## src/rtl/core/aled_pkg.sv

```systemverilog
// shared types and constants of the addressable led strip driver
`default_nettype none
package aled_pkg;

  // storage size
  localparam int LedMax      = 64;
  localparam int LedIdxW     = (LedMax > 1) ? $clog2(LedMax) : 1;
  localparam int LedCntW     = $clog2(LedMax + 1);
  localparam int BytesPerLed = 3;

  // field widths
  localparam int CmdW        = 2;
  localparam int IdxInW      = 8;
  localparam int ColorW      = 24;
  localparam int CountFieldW = 7;
  localparam int PulseW      = 10;
  localparam int TickW       = 16;
  localparam int CfgIdxW     = 2;
  localparam int CfgDataW    = 16;

  // command codes on the input word
  localparam logic [CmdW-1:0] CmdSetColor = 2'd0;
  localparam logic [CmdW-1:0] CmdRefresh  = 2'd1;
  localparam logic [CmdW-1:0] CmdTick     = 2'd2;
  localparam logic [CmdW-1:0] CmdNop      = 2'd3;

  // configuration register indexes
  localparam logic [CfgIdxW-1:0] CfgLedCount   = 2'd0;
  localparam logic [CfgIdxW-1:0] CfgLongTicks  = 2'd1;
  localparam logic [CfgIdxW-1:0] CfgShortTicks = 2'd2;
  localparam logic [CfgIdxW-1:0] CfgLatchTicks = 2'd3;

  // configuration reset values
  localparam logic [PulseW-1:0] LongTicksRst  = 10'd72;
  localparam logic [PulseW-1:0] ShortTicksRst = 10'd18;
  localparam logic [TickW-1:0]  LatchTicksRst = 16'd20520;

  // queue between front and back
  localparam int QueueDepth = 2;
  localparam int QPtrW      = (QueueDepth > 1) ? $clog2(QueueDepth) : 1;
  localparam int QCntW      = $clog2(QueueDepth + 1);

  typedef enum logic [1:0] {
    KindSet,
    KindRefresh,
    KindTick,
    KindNop
  } kind_e;

  typedef struct packed {
    kind_e               kind;
    logic                idx_ok;
    logic [LedIdxW-1:0]  idx;
    logic [ColorW-1:0]   color;
  } item_t;

  typedef struct packed {
    logic [LedCntW-1:0] led_count;
    logic [PulseW-1:0]  long_ticks;
    logic [PulseW-1:0]  short_ticks;
    logic [TickW-1:0]   latch_ticks;
  } cfg_t;

endpackage
`default_nettype wire

```

## src/rtl/core/aled_ram.sv

```systemverilog
// generic single write, single read ram with registered read data
`default_nettype none
module aled_ram #(
  parameter int Width = 8,
  parameter int Depth = 16
) (
  input  wire logic                              clk_i,
  input  wire logic                              we_i,
  input  wire logic [((Depth > 1) ? $clog2(Depth) : 1)-1:0] waddr_i,
  input  wire logic [Width-1:0]                  wdata_i,
  input  wire logic                              re_i,
  input  wire logic [((Depth > 1) ? $clog2(Depth) : 1)-1:0] raddr_i,
  output logic      [Width-1:0]                  rdata_o
);

  logic [Width-1:0] mem [Depth];

  always_ff @(posedge clk_i) begin
    if (we_i) begin
      mem[waddr_i] <= wdata_i;
    end
    if (re_i) begin
      rdata_o <= mem[raddr_i];
    end
  end

endmodule
`default_nettype wire

```

## src/rtl/core/aled_front.sv

```systemverilog
// front end: accepts input words and classifies them for the queue
`default_nettype none
module aled_front
  import aled_pkg::*;
(
  input  wire logic              in_valid_i,
  input  wire logic [CmdW-1:0]   command_i,
  input  wire logic [IdxInW-1:0] led_index_i,
  input  wire logic [ColorW-1:0] color_i,
  input  wire cfg_t              cfg_i,
  input  wire logic              q_full_i,
  output logic                   in_stall_o,
  output logic                   push_o,
  output item_t                  item_o
);

  logic idx_ok;

  // range check against live count and store size
  assign idx_ok = (led_index_i < IdxInW'(cfg_i.led_count)) &&
                  (led_index_i < IdxInW'(LedMax));

  always_comb begin
    item_o.idx_ok = idx_ok;
    item_o.idx    = led_index_i[LedIdxW-1:0];
    item_o.color  = color_i;
    case (command_i)
      CmdSetColor: item_o.kind = KindSet;
      CmdRefresh:  item_o.kind = KindRefresh;
      CmdTick:     item_o.kind = KindTick;
      CmdNop:      item_o.kind = KindNop;
      default:     item_o.kind = KindNop;
    endcase
  end

  assign in_stall_o = q_full_i;
  assign push_o     = in_valid_i && !q_full_i;

endmodule
`default_nettype wire

```

## src/rtl/core/aled_queue.sv

```systemverilog
// short fifo of classified words between front and back
`default_nettype none
module aled_queue
  import aled_pkg::*;
(
  input  wire logic  clk_i,
  input  wire logic  rst_ni,
  input  wire logic  push_i,
  input  wire item_t item_i,
  input  wire logic  pop_i,
  output logic       full_o,
  output logic       head_valid_o,
  output item_t      head_o
);

  item_t             mem_q [QueueDepth];
  logic [QPtrW-1:0]  wr_ptr_q, wr_ptr_d;
  logic [QPtrW-1:0]  rd_ptr_q, rd_ptr_d;
  logic [QCntW-1:0]  cnt_q, cnt_d;

  assign full_o       = (cnt_q == QCntW'(QueueDepth));
  assign head_valid_o = (cnt_q != '0);
  assign head_o       = mem_q[rd_ptr_q];

  always_comb begin
    wr_ptr_d = wr_ptr_q;
    rd_ptr_d = rd_ptr_q;
    cnt_d    = cnt_q;
    if (push_i) begin
      wr_ptr_d = (wr_ptr_q == QPtrW'(QueueDepth - 1)) ? '0 : wr_ptr_q + QPtrW'(1);
    end
    if (pop_i) begin
      rd_ptr_d = (rd_ptr_q == QPtrW'(QueueDepth - 1)) ? '0 : rd_ptr_q + QPtrW'(1);
    end
    if (push_i && !pop_i) begin
      cnt_d = cnt_q + QCntW'(1);
    end else if (pop_i && !push_i) begin
      cnt_d = cnt_q - QCntW'(1);
    end
  end

  always_ff @(posedge clk_i) begin
    if (push_i) begin
      mem_q[wr_ptr_q] <= item_i;
    end
  end

  always_ff @(posedge clk_i or negedge rst_ni) begin
    if (!rst_ni) begin
      wr_ptr_q <= '0;
      rd_ptr_q <= '0;
      cnt_q    <= '0;
    end else begin
      wr_ptr_q <= wr_ptr_d;
      rd_ptr_q <= rd_ptr_d;
      cnt_q    <= cnt_d;
    end
  end

endmodule
`default_nettype wire

```

## src/rtl/core/aled_back.sv

```systemverilog
// back end: colour store, frame sequencer and result register
`default_nettype none
module aled_back
  import aled_pkg::*;
(
  input  wire logic  clk_i,
  input  wire logic  rst_ni,
  input  wire cfg_t  cfg_i,
  input  wire logic  head_valid_i,
  input  wire item_t head_i,
  output logic       pop_o,
  output logic       out_valid_o,
  input  wire logic  out_stall_i,
  output logic       pin_level_o,
  output logic       busy_res_o,
  output logic       rejected_o
);

  localparam logic [1:0] PhIdle  = 2'd0;
  localparam logic [1:0] PhHigh  = 2'd1;
  localparam logic [1:0] PhLow   = 2'd2;
  localparam logic [1:0] PhLatch = 2'd3;

  localparam logic [1:0] SubLast = 2'(BytesPerLed - 1);

  function automatic logic [PulseW-1:0] pulse_len(input logic [PulseW-1:0] v);
    pulse_len = (v == '0) ? PulseW'(1) : v;
  endfunction

  function automatic logic [TickW-1:0] latch_len(input logic [TickW-1:0] v);
    latch_len = (v == '0) ? TickW'(1) : v;
  endfunction

  logic [1:0]          phase_q, phase_d;
  logic [LedCntW-1:0]  led_q, led_d;
  logic [1:0]          sub_q, sub_d;
  logic [2:0]          bit_q, bit_d;
  logic [TickW-1:0]    ticks_q, ticks_d;
  logic                pend_q, pend_d;
  logic [PulseW-1:0]   snap_long_q, snap_long_d;
  logic [PulseW-1:0]   snap_short_q, snap_short_d;
  logic                rd_pend_q;
  logic                hit_q;
  logic [ColorW-1:0]   word_q;
  logic [LedMax-1:0]   vld_q, vld_d;
  logic                out_valid_q;
  logic                pin_level_q, busy_res_q, rejected_q;

  logic                take;
  logic [ColorW-1:0]   cur_word;
  logic [7:0]          cur_byte;
  logic                cur_bit;
  logic [TickW-1:0]    left;
  logic [TickW-1:0]    left_dec;
  logic [LedCntW-1:0]  led_next;
  logic [LedCntW-1:0]  led_new;
  logic                go_high, go_latch;
  logic                ram_we, ram_re;
  logic [LedIdxW-1:0]  ram_raddr;
  logic [ColorW-1:0]   ram_rdata;
  logic                lvl, bsy, rej;

  aled_ram #(
    .Width (ColorW),
    .Depth (LedMax)
  ) u_store (
    .clk_i   (clk_i),
    .we_i    (ram_we),
    .waddr_i (head_i.idx),
    .wdata_i (head_i.color),
    .re_i    (ram_re),
    .raddr_i (ram_raddr),
    .rdata_o (ram_rdata)
  );

  assign take  = head_valid_i && (!out_valid_q || !out_stall_i);
  assign pop_o = take;

  // fresh read data bypasses the word register while the read is pending
  assign cur_word = rd_pend_q ? (hit_q ? ram_rdata : '0) : word_q;

  always_comb begin
    case (sub_q)
      2'd0:    cur_byte = cur_word[15:8];
      2'd1:    cur_byte = cur_word[23:16];
      default: cur_byte = cur_word[7:0];
    endcase
  end

  // msb first: bit 7 - n is ~n on three bits
  assign cur_bit  = cur_byte[~bit_q];
  assign led_next = led_q + LedCntW'(1);

  always_comb begin
    phase_d      = phase_q;
    led_d        = led_q;
    sub_d        = sub_q;
    bit_d        = bit_q;
    ticks_d      = ticks_q;
    pend_d       = pend_q;
    snap_long_d  = snap_long_q;
    snap_short_d = snap_short_q;
    vld_d        = vld_q;
    ram_we       = 1'b0;
    ram_re       = 1'b0;
    ram_raddr    = '0;
    go_high      = 1'b0;
    go_latch     = 1'b0;
    rej          = 1'b0;
    led_new      = led_q;
    left         = (phase_q == PhHigh && pend_q) ?
                   TickW'(cur_bit ? snap_long_q : snap_short_q) : ticks_q;
    left_dec     = (left != '0) ? left - TickW'(1) : '0;

    if (take) begin
      case (head_i.kind)
        KindSet: begin
          if (phase_q != PhIdle || !head_i.idx_ok) begin
            rej = 1'b1;
          end else begin
            ram_we             = 1'b1;
            vld_d[head_i.idx]  = 1'b1;
          end
        end
        KindRefresh: begin
          if (phase_q != PhIdle) begin
            rej = 1'b1;
          end else begin
            led_d = '0;
            sub_d = '0;
            bit_d = '0;
            if (cfg_i.led_count == '0) begin
              go_latch = 1'b1;
            end else begin
              go_high = 1'b1;
              ram_re  = 1'b1;
            end
          end
        end
        KindTick: begin
          if (phase_q != PhIdle) begin
            if (left_dec != '0) begin
              ticks_d = left_dec;
              pend_d  = 1'b0;
            end else begin
              case (phase_q)
                PhHigh: begin
                  phase_d = PhLow;
                  pend_d  = 1'b0;
                  ticks_d = TickW'(pulse_len(cur_bit ? cfg_i.short_ticks
                                                     : cfg_i.long_ticks));
                end
                PhLow: begin
                  if (bit_q == 3'd7) begin
                    bit_d = '0;
                    if (sub_q == SubLast) begin
                      sub_d   = '0;
                      led_new = led_next;
                    end else begin
                      sub_d = sub_q + 2'd1;
                    end
                    led_d = led_new;
                    // frame ends at the first byte boundary past the count
                    if (led_new >= cfg_i.led_count) begin
                      go_latch = 1'b1;
                    end else begin
                      go_high = 1'b1;
                      if (sub_q == SubLast) begin
                        ram_re    = 1'b1;
                        ram_raddr = led_next[LedIdxW-1:0];
                      end
                    end
                  end else begin
                    bit_d   = bit_q + 3'd1;
                    go_high = 1'b1;
                  end
                end
                default: begin
                  phase_d = PhIdle;
                  ticks_d = '0;
                  pend_d  = 1'b0;
                  led_d   = '0;
                  sub_d   = '0;
                  bit_d   = '0;
                end
              endcase
            end
          end
        end
        default: begin
        end
      endcase
    end

    if (go_high) begin
      // pulse length waits for the bit, which may still be in flight
      phase_d      = PhHigh;
      pend_d       = 1'b1;
      snap_long_d  = pulse_len(cfg_i.long_ticks);
      snap_short_d = pulse_len(cfg_i.short_ticks);
    end
    if (go_latch) begin
      phase_d = PhLatch;
      pend_d  = 1'b0;
      ticks_d = latch_len(cfg_i.latch_ticks);
    end

    if (head_i.kind == KindTick) begin
      lvl = (phase_q == PhHigh);
      bsy = (phase_q != PhIdle);
    end else begin
      lvl = (phase_d == PhHigh);
      bsy = (phase_d != PhIdle);
    end
  end

  always_ff @(posedge clk_i) begin
    if (rd_pend_q) begin
      word_q <= cur_word;
    end
    if (ram_re) begin
      hit_q <= vld_q[ram_raddr];
    end
    if (take) begin
      pin_level_q <= lvl;
      busy_res_q  <= bsy;
      rejected_q  <= rej;
    end
    ticks_q      <= ticks_d;
    snap_long_q  <= snap_long_d;
    snap_short_q <= snap_short_d;
  end

  always_ff @(posedge clk_i or negedge rst_ni) begin
    if (!rst_ni) begin
      phase_q     <= PhIdle;
      led_q       <= '0;
      sub_q       <= '0;
      bit_q       <= '0;
      pend_q      <= 1'b0;
      rd_pend_q   <= 1'b0;
      vld_q       <= '0;
      out_valid_q <= 1'b0;
    end else begin
      phase_q     <= phase_d;
      led_q       <= led_d;
      sub_q       <= sub_d;
      bit_q       <= bit_d;
      pend_q      <= pend_d;
      rd_pend_q   <= ram_re;
      vld_q       <= vld_d;
      out_valid_q <= take || (out_valid_q && out_stall_i);
    end
  end

  assign out_valid_o = out_valid_q;
  assign pin_level_o = pin_level_q;
  assign busy_res_o  = busy_res_q;
  assign rejected_o  = rejected_q;

  a_no_write_busy: assert property (@(posedge clk_i) disable iff (!rst_ni)
    ram_we |-> (phase_q == PhIdle))
    else $error("colour store written during a frame");

  a_led_in_range: assert property (@(posedge clk_i) disable iff (!rst_ni)
    (phase_q == PhHigh || phase_q == PhLow) |-> (int'(led_q) < LedMax))
    else $error("led position beyond store while sending");

  a_read_spacing: assert property (@(posedge clk_i) disable iff (!rst_ni)
    ram_re |=> !ram_re)
    else $error("back to back store reads");

  a_idle_cleared: assert property (@(posedge clk_i) disable iff (!rst_ni)
    (phase_q == PhIdle) |-> (led_q == '0 && sub_q == '0 && bit_q == '0))
    else $error("position not cleared while idle");

  a_sub_range: assert property (@(posedge clk_i) disable iff (!rst_ni)
    (phase_q != PhIdle) |-> (sub_q <= SubLast))
    else $error("byte in led out of range");

endmodule
`default_nettype wire

```

## src/rtl/core/addressable_led_strip_driver_unit.sv

```systemverilog
// top level of the addressable led strip driver
`default_nettype none
// Drives a single-wire addressable led strip. A colour store of LedMax
// entries holds one 24-bit colour per led and is sent green, red, blue,
// msb first. Words on the input channel are commands: set colour, start a
// refresh, one tick of time, or no-op. Every word gives exactly one result
// word with the data line level, a busy flag and a rejected flag. Rate:
// one word per clock sustained while the result channel does not stall;
// an accepted word is written into the queue, and the sequencer takes it
// from the queue head and writes its result into the result register. A
// two-entry queue sits between the decoding front end and the sequencer,
// and it keeps taking words while a result waits in the result register,
// until it is full. The colour store is a ram with registered read; the
// next led's colour is fetched once per led and a fresh read is bypassed
// into the sequencer, so pulses of one tick still time correctly. Entries
// never written since reset read as black through one valid flop per led,
// so no clearing pass follows reset. Configuration writes are registered
// and the port is always ready.
module addressable_led_strip_driver_unit
  import aled_pkg::*;
(
  input  wire logic                clk_i,
  input  wire logic                rst_ni,
  // command channel
  input  wire logic                in_valid_i,
  output logic                     in_stall_o,
  input  wire logic [CmdW-1:0]     command_i,
  input  wire logic [IdxInW-1:0]   led_index_i,
  input  wire logic [ColorW-1:0]   color_i,
  // result channel
  output logic                     out_valid_o,
  input  wire logic                out_stall_i,
  output logic                     pin_level_o,
  output logic                     busy_res_o,
  output logic                     rejected_o,
  // configuration write channel
  input  wire logic                cfg_valid_i,
  output logic                     cfg_ready_o,
  input  wire logic [CfgIdxW-1:0]  cfg_index_i,
  input  wire logic [CfgDataW-1:0] cfg_data_i
);

  cfg_t   cfg_q;
  logic   cfg_we;
  logic [CountFieldW-1:0] count_raw;
  logic [LedCntW-1:0]     count_sat;

  logic   q_full;
  logic   push;
  item_t  item;
  logic   head_valid;
  item_t  head;
  logic   pop;

  // config registers, always writable
  assign cfg_ready_o = 1'b1;
  assign cfg_we      = cfg_valid_i && cfg_ready_o;

  // led count saturates at the store size
  assign count_raw = cfg_data_i[CountFieldW-1:0];
  assign count_sat = (int'(count_raw) > LedMax) ? LedCntW'(LedMax)
                                                : LedCntW'(count_raw);

  always_ff @(posedge clk_i or negedge rst_ni) begin
    if (!rst_ni) begin
      cfg_q.led_count   <= LedCntW'(LedMax);
      cfg_q.long_ticks  <= LongTicksRst;
      cfg_q.short_ticks <= ShortTicksRst;
      cfg_q.latch_ticks <= LatchTicksRst;
    end else if (cfg_we) begin
      case (cfg_index_i)
        CfgLedCount:   cfg_q.led_count   <= count_sat;
        CfgLongTicks:  cfg_q.long_ticks  <= cfg_data_i[PulseW-1:0];
        CfgShortTicks: cfg_q.short_ticks <= cfg_data_i[PulseW-1:0];
        CfgLatchTicks: cfg_q.latch_ticks <= cfg_data_i[TickW-1:0];
        default: begin
        end
      endcase
    end
  end

  // decode and range check of incoming words
  aled_front u_front (
    .in_valid_i  (in_valid_i),
    .command_i   (command_i),
    .led_index_i (led_index_i),
    .color_i     (color_i),
    .cfg_i       (cfg_q),
    .q_full_i    (q_full),
    .in_stall_o  (in_stall_o),
    .push_o      (push),
    .item_o      (item)
  );

  // decouples front and sequencer
  aled_queue u_queue (
    .clk_i        (clk_i),
    .rst_ni       (rst_ni),
    .push_i       (push),
    .item_i       (item),
    .pop_i        (pop),
    .full_o       (q_full),
    .head_valid_o (head_valid),
    .head_o       (head)
  );

  // colour store, frame timing and result register
  aled_back u_back (
    .clk_i        (clk_i),
    .rst_ni       (rst_ni),
    .cfg_i        (cfg_q),
    .head_valid_i (head_valid),
    .head_i       (head),
    .pop_o        (pop),
    .out_valid_o  (out_valid_o),
    .out_stall_i  (out_stall_i),
    .pin_level_o  (pin_level_o),
    .busy_res_o   (busy_res_o),
    .rejected_o   (rejected_o)
  );

endmodule
`default_nettype wire
```

## config.mk

```make
export PLATFORM = sky130hd
export DESIGN_NAME = addressable_led_strip_driver_unit
export DESIGN_NICKNAME = d
export VERILOG_FILES = /design/src/rtl/core/aled_pkg.sv /design/src/rtl/core/aled_ram.sv /design/src/rtl/core/aled_front.sv /design/src/rtl/core/aled_queue.sv /design/src/rtl/core/aled_back.sv /design/src/rtl/core/addressable_led_strip_driver_unit.sv
export SDC_FILE = /design/constraint.sdc
export NUM_CORES = 2
export LEC_CHECK = 0
export BUFFER_PORTS_ARGS = -buffer_cell sky130_fd_sc_hd__buf_2
export CAP_MARGIN = 15
export CORE_MARGIN = 5
export CORE_UTILIZATION = 45
export DETAILED_ROUTE_END_ITERATION = 8
export PLACE_DENSITY = 0.61
export SLEW_MARGIN = 15
export SYNTH_ARGS = -nofsm -noshare
export SYNTH_HDL_FRONTEND = slang
export SYNTH_SLANG_ARGS = --single-unit
```

## constraint.sdc

```tcl
create_clock -name clk_i -period 8.4 [get_ports clk_i]
set_clock_uncertainty 0.05 [all_clocks]
set_input_delay 0.84 -clock clk_i [delete_from_list [all_inputs] [get_ports clk_i]]
set_output_delay 0.84 -clock clk_i [all_outputs]
set_load 0.1 [all_outputs]
```

Yosys cells after proc, flatten, opt, wreduce, memory -nomap -nowiden:

Memories as Yosys holds them, arrays and structs flattened. A register that Yosys moved wholly into a read port is not among the register bits.
Index checks and enable logic that the tools add are counted.

* flip-flop bits (word level): 192
* output and inout bits: 6
* word-level logic and storage cells: 227
* RAM bits: 1602
* input port bits: 57
* memories: 2

* reduce and logical (&&, ||, !) cells: 48
* add/subtract/negate cells: 8
* bitwise logic cells: 3
* $lt $le $gt $ge: 8
* multiplexer cells: 113
* eq/ne operators: 22

Memory list
* u_back.u_store.mem: words 64, bits a word 24, rd ports 1, clocked after memory_dff 1, wr ports 1, RTL line aled_ram.sv:16 `logic [Width-1:0] mem [Depth];`
* u_queue.mem_q: words 2, bits a word 33, rd ports 1, clocked after memory_dff 0, wr ports 1, RTL line aled_queue.sv:16 `item_t mem_q [QueueDepth];`

Operators with widths (count)
* two-way mux 16 bit: 8
* two-way mux 7 bit: 12
* OR 64 bit: 1
* two-way mux 24 bit: 2
* two-way mux 6 bit: 8
* two-way mux 1 bit: 46
* one-hot mux 16 bit (2 select lines): 1
* nonzero test 16 bit: 2
* zero test 10 bit: 3
* two-way mux 10 bit: 3
* one-hot mux 7 bit (2 select lines): 2
* two-way mux 2 bit: 13
* == test 2 bit (second input constant): 8
* zero test 16 bit: 1
* one-hot mux 8 bit (2 select lines): 1
* nonzero test 2 bit: 8
* subtractor 16 x 1 -> 16 bit (second input constant): 1
* < comparator 6 x 7 -> 1 bit (second input constant): 2
* == test 2 x 1 -> 1 bit (second input constant): 6
* two-way mux 3 bit: 4
* one-hot mux 2 bit (2 select lines): 3
* one-hot mux 3 bit (2 select lines): 2
* nonzero test 3 bit: 3
* logical AND 1 bit: 8
* other kinds (32): 54

Longest topological paths before layout:

* word-level depth: 26
* gate-level depth with buffers: 30
* mapped depth without buffers: 22

Hierarchy:

Synthesis repeated with hierarchy kept, for this count alone.

* cells, all modules: 3758
* area, all modules: 73153.9 sq um

Modules (own cells, without submodules)
* aled_ram: instances 1, seq. area each 46844.9 sq um, cells an instance 2611, area an instance 59570.9 sq um
* aled_back: instances 1, seq. area each 3948.8 sq um, cells an instance 872, area an instance 8695.8 sq um
* aled_queue: instances 1, seq. area each 2082.0 sq um, cells an instance 119, area an instance 2722.6 sq um
* addressable_led_strip_driver_unit: instances 1, seq. area each 1087.3 sq um, cells an instance 101, area an instance 1735.4 sq um
* aled_front: instances 1, seq. area each 0.0 sq um, cells an instance 55, area an instance 429.2 sq um

Worst setup path before layout:

No wires, ideal clock.

* kind: register to register
* start: register u_back.rd_pend_q
* end: register u_back.hit_q (enable)
* slack: 1.852 ns
* period minus slack after synthesis: 6.548 ns
* buffers on the path: 7
* stages on the path, launching flop included: 25
* arrival: 6.090 ns
* setup time: 0.408 ns
* data required time: 7.942 ns
* cell sequence: dfrtp_1 > and2_4 > buf_6 > buf_6 > nand2_1 > a41oi_2 > o311ai_1 > and2_1 > buf_6 > a31oi_1 > a21oi_1 > inv_1 > ha_1 > inv_1 > nor3_2 > buf_2 > o21ai_0 > mux2_2 > a2111o_1 > o21ai_2 > buf_4 > buf_2 > buf_1 > a21oi_1 > nor2_1

* longest elaborated chain between the ends: 13
* elaborated cells on any way between the ends: 14
* those cells by class: 1 x add/sub; 11 x mux; 2 x reduce/logical

RTL lines
* start, declared: RTL line aled_back.sv:42 `logic rd_pend_q;`
* start signal, assigned: RTL line aled_back.sv:250 `rd_pend_q <= ram_re;`
* two-way mux 24 bit *: RTL line aled_back.sv:80 `assign cur_word = rd_pend_q ? (hit_q ? ram_rdata : '0) : word_q;`
* one-hot mux 8 bit (2 select lines) *: RTL line aled_back.sv:83 `case (sub_q)`
* binary-select mux 1 bit (select 3 bit) *: RTL line aled_back.sv:91 `assign cur_bit = cur_byte[~bit_q];`
* two-way mux 1 bit (not written as such) *: RTL line aled_back.sv:91
* two-way mux 10 bit *: RTL line aled_back.sv:112 `TickW'(cur_bit ? snap_long_q : snap_short_q) : ticks_q;`
* two-way mux 16 bit *: RTL line aled_back.sv:111 `left = (phase_q == PhHigh && pend_q) ?`
* subtractor 16 x 1 -> 16 bit / nonzero test 16 bit (equally long branches): RTL line aled_back.sv:113 `left_dec = (left != '0) ? left - TickW'(1) : '0;`
* two-way mux 16 bit *: RTL line aled_back.sv:113
* nonzero test 16 bit *: RTL line aled_back.sv:142 `if (left_dec != '0) begin`
* two-way mux 1 bit *: RTL line aled_back.sv:142
* two-way mux 1 bit *: RTL line aled_back.sv:141 `if (phase_q != PhIdle) begin`
* one-hot mux 1 bit (2 select lines) *: RTL line aled_back.sv:116 `case (head_i.kind)`
* two-way mux 1 bit *: RTL line aled_back.sv:115 `if (take) begin`
* net u_back.ram_re: RTL line aled_back.sv:58 `logic ram_we, ram_re;`
* end signal, assigned: RTL line aled_back.sv:222 `hit_q <= vld_q[ram_raddr];`
* end, declared: RTL line aled_back.sv:43 `logic hit_q;`

Mark *: on every way through the listed nets, which the timed path passes. The rest lies on a longest branch. The select of a mux whose other input is x is not followed.
A chain may end at the register's enable or synchronous reset.

Final worst setup path:

* start: register u_back.rd_pend_q
* end: register u_back.u_store.rdata_o[7] (read register of u_back.u_store.mem), data pin

* longest elaborated chain between the ends: 13
* elaborated cells on any way between the ends: 18
* those cells by class: 1 x add/sub; 15 x mux; 2 x reduce/logical

RTL lines
* two-way mux 24 bit *: RTL line aled_back.sv:80
* net u_back.cur_word[6]: RTL line aled_back.sv:50 `logic [ColorW-1:0] cur_word;`
* one-hot mux 8 bit (2 select lines) *: RTL line aled_back.sv:83
* binary-select mux 1 bit (select 3 bit) *: RTL line aled_back.sv:91
* two-way mux 1 bit (not written as such) *: RTL line aled_back.sv:91
* two-way mux 10 bit *: RTL line aled_back.sv:112
* two-way mux 16 bit *: RTL line aled_back.sv:111
* subtractor 16 x 1 -> 16 bit / nonzero test 16 bit (equally long branches): RTL line aled_back.sv:113
* two-way mux 16 bit *: RTL line aled_back.sv:113
* nonzero test 16 bit *: RTL line aled_back.sv:142
* two-way mux 1 bit / two-way mux 6 bit (equally long branches): RTL line aled_back.sv:142
* two-way mux 1 bit / two-way mux 6 bit (equally long branches): RTL line aled_back.sv:141
* one-hot mux 1 bit (2 select lines) / two-way mux 6 bit (equally long branches): RTL line aled_back.sv:116
* two-way mux 1 bit / two-way mux 6 bit (equally long branches): RTL line aled_back.sv:115
* end, declared: RTL line aled_ram.sv:13 `output logic [Width-1:0] rdata_o`

Marks and branches as above.

==> metrics.yaml <==
status: "complete, but fails checks"
violations: "negative hold slack"
synthTopCellsByArea: "edfxtp_1, nand2_1, dfrtp_1, mux2i_1, nor2_1"
wl_per_cell_um: 32.27
setup-tns-final_ns: 0
layout.nets: 5356
ys_seq_area_share_pct: 73.45
worst_slew_pin_slew_ns: 1.207
drt_pre_antenna_iters: 7
chipHeight_um: 414.1
max_cap_viol_count: 0
async_reset_ff_share_pct: 7.041
vias: 47830
numCtsBuffers: 185
path_cells: "inv_2 -> a22o_1 -> o221a_1 -> o21ai_1 -> and2_1 -> a31oi_1 -> a21oi_1 -> inv_1 -> ha_1 -> xnor2_1 -> nand2_1 -> or4_1 -> or4_1 -> o21ai_4 -> buf_4 -> nand2_2 -> buf_4 -> o211ai_1 -> a221oi_1 -> a211oi_1 -> nor4_2 -> clkbuf_4 -> a31oi_1"
synth-edff-count: 1690
grt_pass1_vias: 45230
die_area_um2: 171400
final-setup-viol-count: 0
grt_pass1_wl_mm: 344.6
place.gp.congestion: 0.9719
cpPeakStageDelay_ns: 0.70
fillCellCount: 13490
yosysWarnings: 0
cp_max_fo: 29
fin_crit_sh_pct: 96.05
postLayoutCoreUtil_pct: 51.51
slew_violations: 0
fin_crit_ns: 8.068
cts_max_level: 4
worst-path-stages: 23
clk_latency_ns: 0.86
crit_path_start_kind: "flip-flop"
critPathTopFamily: "compound AO/OA/AOI/OAI gates"
cts_buffer_depth: 3
antenna_found_initial: 27
multi_input_area_um2: 18310
synthCells: 5039
maxSlewHeadroom_pct: 18.89
synth_top_cell_area_share_pct: 69.08
crit_type: "reg2reg"
overflow: 0
fmax_mhz: 123.9
coreArea_um2: 162600
ys_seq_elements: 1818
p_leak_nw: 28.99
clockRootBuffer: "clkbuf_16"
die_w_um: 414.1
syn_to_final_growth_pct: 13.99
drt_first_iter_violations: 8333
hold_viol_final: 6
dp_hpwl_mm: 153.6
holdWs_ns: -0.01057
post_route_cells_drive_above_1_share_pct: 16.75
synth_cell_types: 101
synth_fp_nets: 5122
routed_wl_mm: 245.8
worst_r2r_path_depth: 23
grt_max_degree: 92
ctsHoldBuffers: 0
layout.cells.most_common: "edfxtp_1"
avgSynthCellArea_um2: 14.58
required_ns: 9.07
io_pins: 63
regArea_um2: 53960
rows: 148
r2r_setup_slack_ns: 0.33
clk_pin_slew_ns: 0.07
grt.total_usage_pct: 27.87
synth_ff_type: "edfxtp_1"
drtAntennaViolNets: 0
routed_via_density: 6.279
endpoint_kind: "flip-flop"
worst-path-buf-inv: 5
hp-class: "in2async"
synthesis.area_um2: 73470
cts_tree: "yes"
ir_worst_vdd_mv: 0.3405
rsz0062_at_grt: "no"
drc: 0
start_util_pct: 45.19
port_buffers: 61
arrival_ns: 8.74
cpMaxStageDelayCell: "a211oi_1"
synth_top_area_cell: "edfxtp_1"
p_per_area_nw_per_um2: 264.9
final_cell_mix: "edfxtp_1, nand2_1, mux2i_1"
cts.sinks: 1818
[layer usage]
metal	global-route usage, %	wire (µm)
met4	13.66	14610
met3	8.385	31860
met1	38.50	93610
met2	40.40	105700
met5	0	56
[stage by stage]
stage               instances  worst slack, ns  area [µm²]  hold WS [ns]  power (mW)
floorplan                5039            1.852       73470        0.3801       12.73
global placement         7259           0.4608       77620        0.3952       14.00
finish                   7618           0.3319       83750      -0.01057       22.18
CTS                      7607           0.3040       83680      0.006863       22.17
global route             7610          0.03470       83730       0.05770       22.75
detailed placement       7259           0.3466       77620        0.3945       14.07
[final cells by class]
cell class                 instances  share of cell area (%)
inverter                          37                  0.1658
timing repair buffer             326                   3.025
multi-input combinational       2905                   21.86
clock buffer                     240                   5.882
tap                             2175                   3.249
clock inverter                   108                   1.352
sequential                      1818                   64.44
antenna                            9                 0.02689
[synthesized netlist by cell type (all sizes together), types with 33 or more instances]
| library cell | number |
|---|---|
| a21oi | 164 |
| nor2 | 281 |
| a31oi | 101 |
| nor3 | 73 |
| clkbuf | 143 |
| or2 | 70 |
| o221ai | 34 |
| o211ai | 47 |
| and3 | 57 |
| inv | 37 |
| a211oi | 35 |
| o22ai | 57 |
| buf | 136 |
| nand2 | 816 |
| dfrtp | 119 |
| mux2 | 71 |
| edfxtp | 1690 |
| nand3 | 173 |
| a221oi | 33 |
| o21ai | 166 |
| mux2i | 280 |
[flip-flops by register name, indices dropped and copies added (netlist names)]
register                flops
u_back.rejected_o           1
u_queue.rd_ptr_q            1
u_queue.cnt_q               2
u_back.out_valid_o          1
cfg_q                      43
u_back.sub_q                2
u_back.rd_pend_q            1
u_queue.mem_q              66
u_back.bit_q                3
u_back.hit_q                1
u_back.word_q              24
u_back.phase_q              2
u_queue.wr_ptr_q            1
u_back.pin_level_o          1
u_back.snap_long_q         10
u_back.busy_res_o           1
u_back.u_store.rdata_o     24
u_back.ticks_q             16
u_back.snap_short_q        10
u_back.u_store.mem       1536
u_back.vld_q               64
u_back.pend_q               1
u_back.led_q                7
[worst paths after layout]
path                                                       end                    startpoint
max                        u_back.u_store.rdata_o[7]$_DFFE_PP_    u_back.rd_pend_q$_DFF_PN0_
min                               u_back.out_valid_o$_DFF_PN0_                        rst_ni
max reg2reg                u_back.u_store.rdata_o[7]$_DFFE_PP_    u_back.rd_pend_q$_DFF_PN0_
min reg2reg                       u_back.vld_q[61]$_DFFE_PN0P_  u_back.vld_q[61]$_DFFE_PN0P_
max in group asynchronous          u_back.led_q[6]$_DFFE_PN0P_                        rst_ni
min in group clk_i              u_queue.mem_q[0][18]$_DFFE_PP_                   color_i[18]
[worst reg2reg max path, delay by kind of cell, from the launching register on]
| family | cells | cell delay (ns) |
|---|---|---|
| xor+xnor | 1 | 0.28 |
| buf+inv | 5 | 1.37 |
| simple gates | 6 | 1.83 |
| flops | 1 | 0.65 |
| fa+ha+maj | 1 | 0.28 |
| compound gates | 10 | 3.48 |
[timing repair]
| item | 4_1_cts | 5_1_grt |
|---|---|---|
| endpoints found under the hold margin | 0 | 0 |
| endpoints found under the setup margin | 0 | 4 |
| buffers inserted | 0 | 0 |
| resized for setup | 0 | 2 |
[report_power, final]
part	switching (mW)	total, mW	internal [mW]
sequential	0.159	11.3	11.2
clock	3.61	8.23	4.62
combinational	2.17	2.63	0.457
total	5.94	22.2	16.2
[cells by family after synthesis]
kind of cell,synth area share (%)
flops,73.45
xor+xnor,0.2861
simple gates,9.842
other cells,0.005104
mux,5.547
buf+inv,2.113
fa+ha+maj,0.4428
compound gates,8.313
Note: power is estimated with default switching activity, not from simulation.
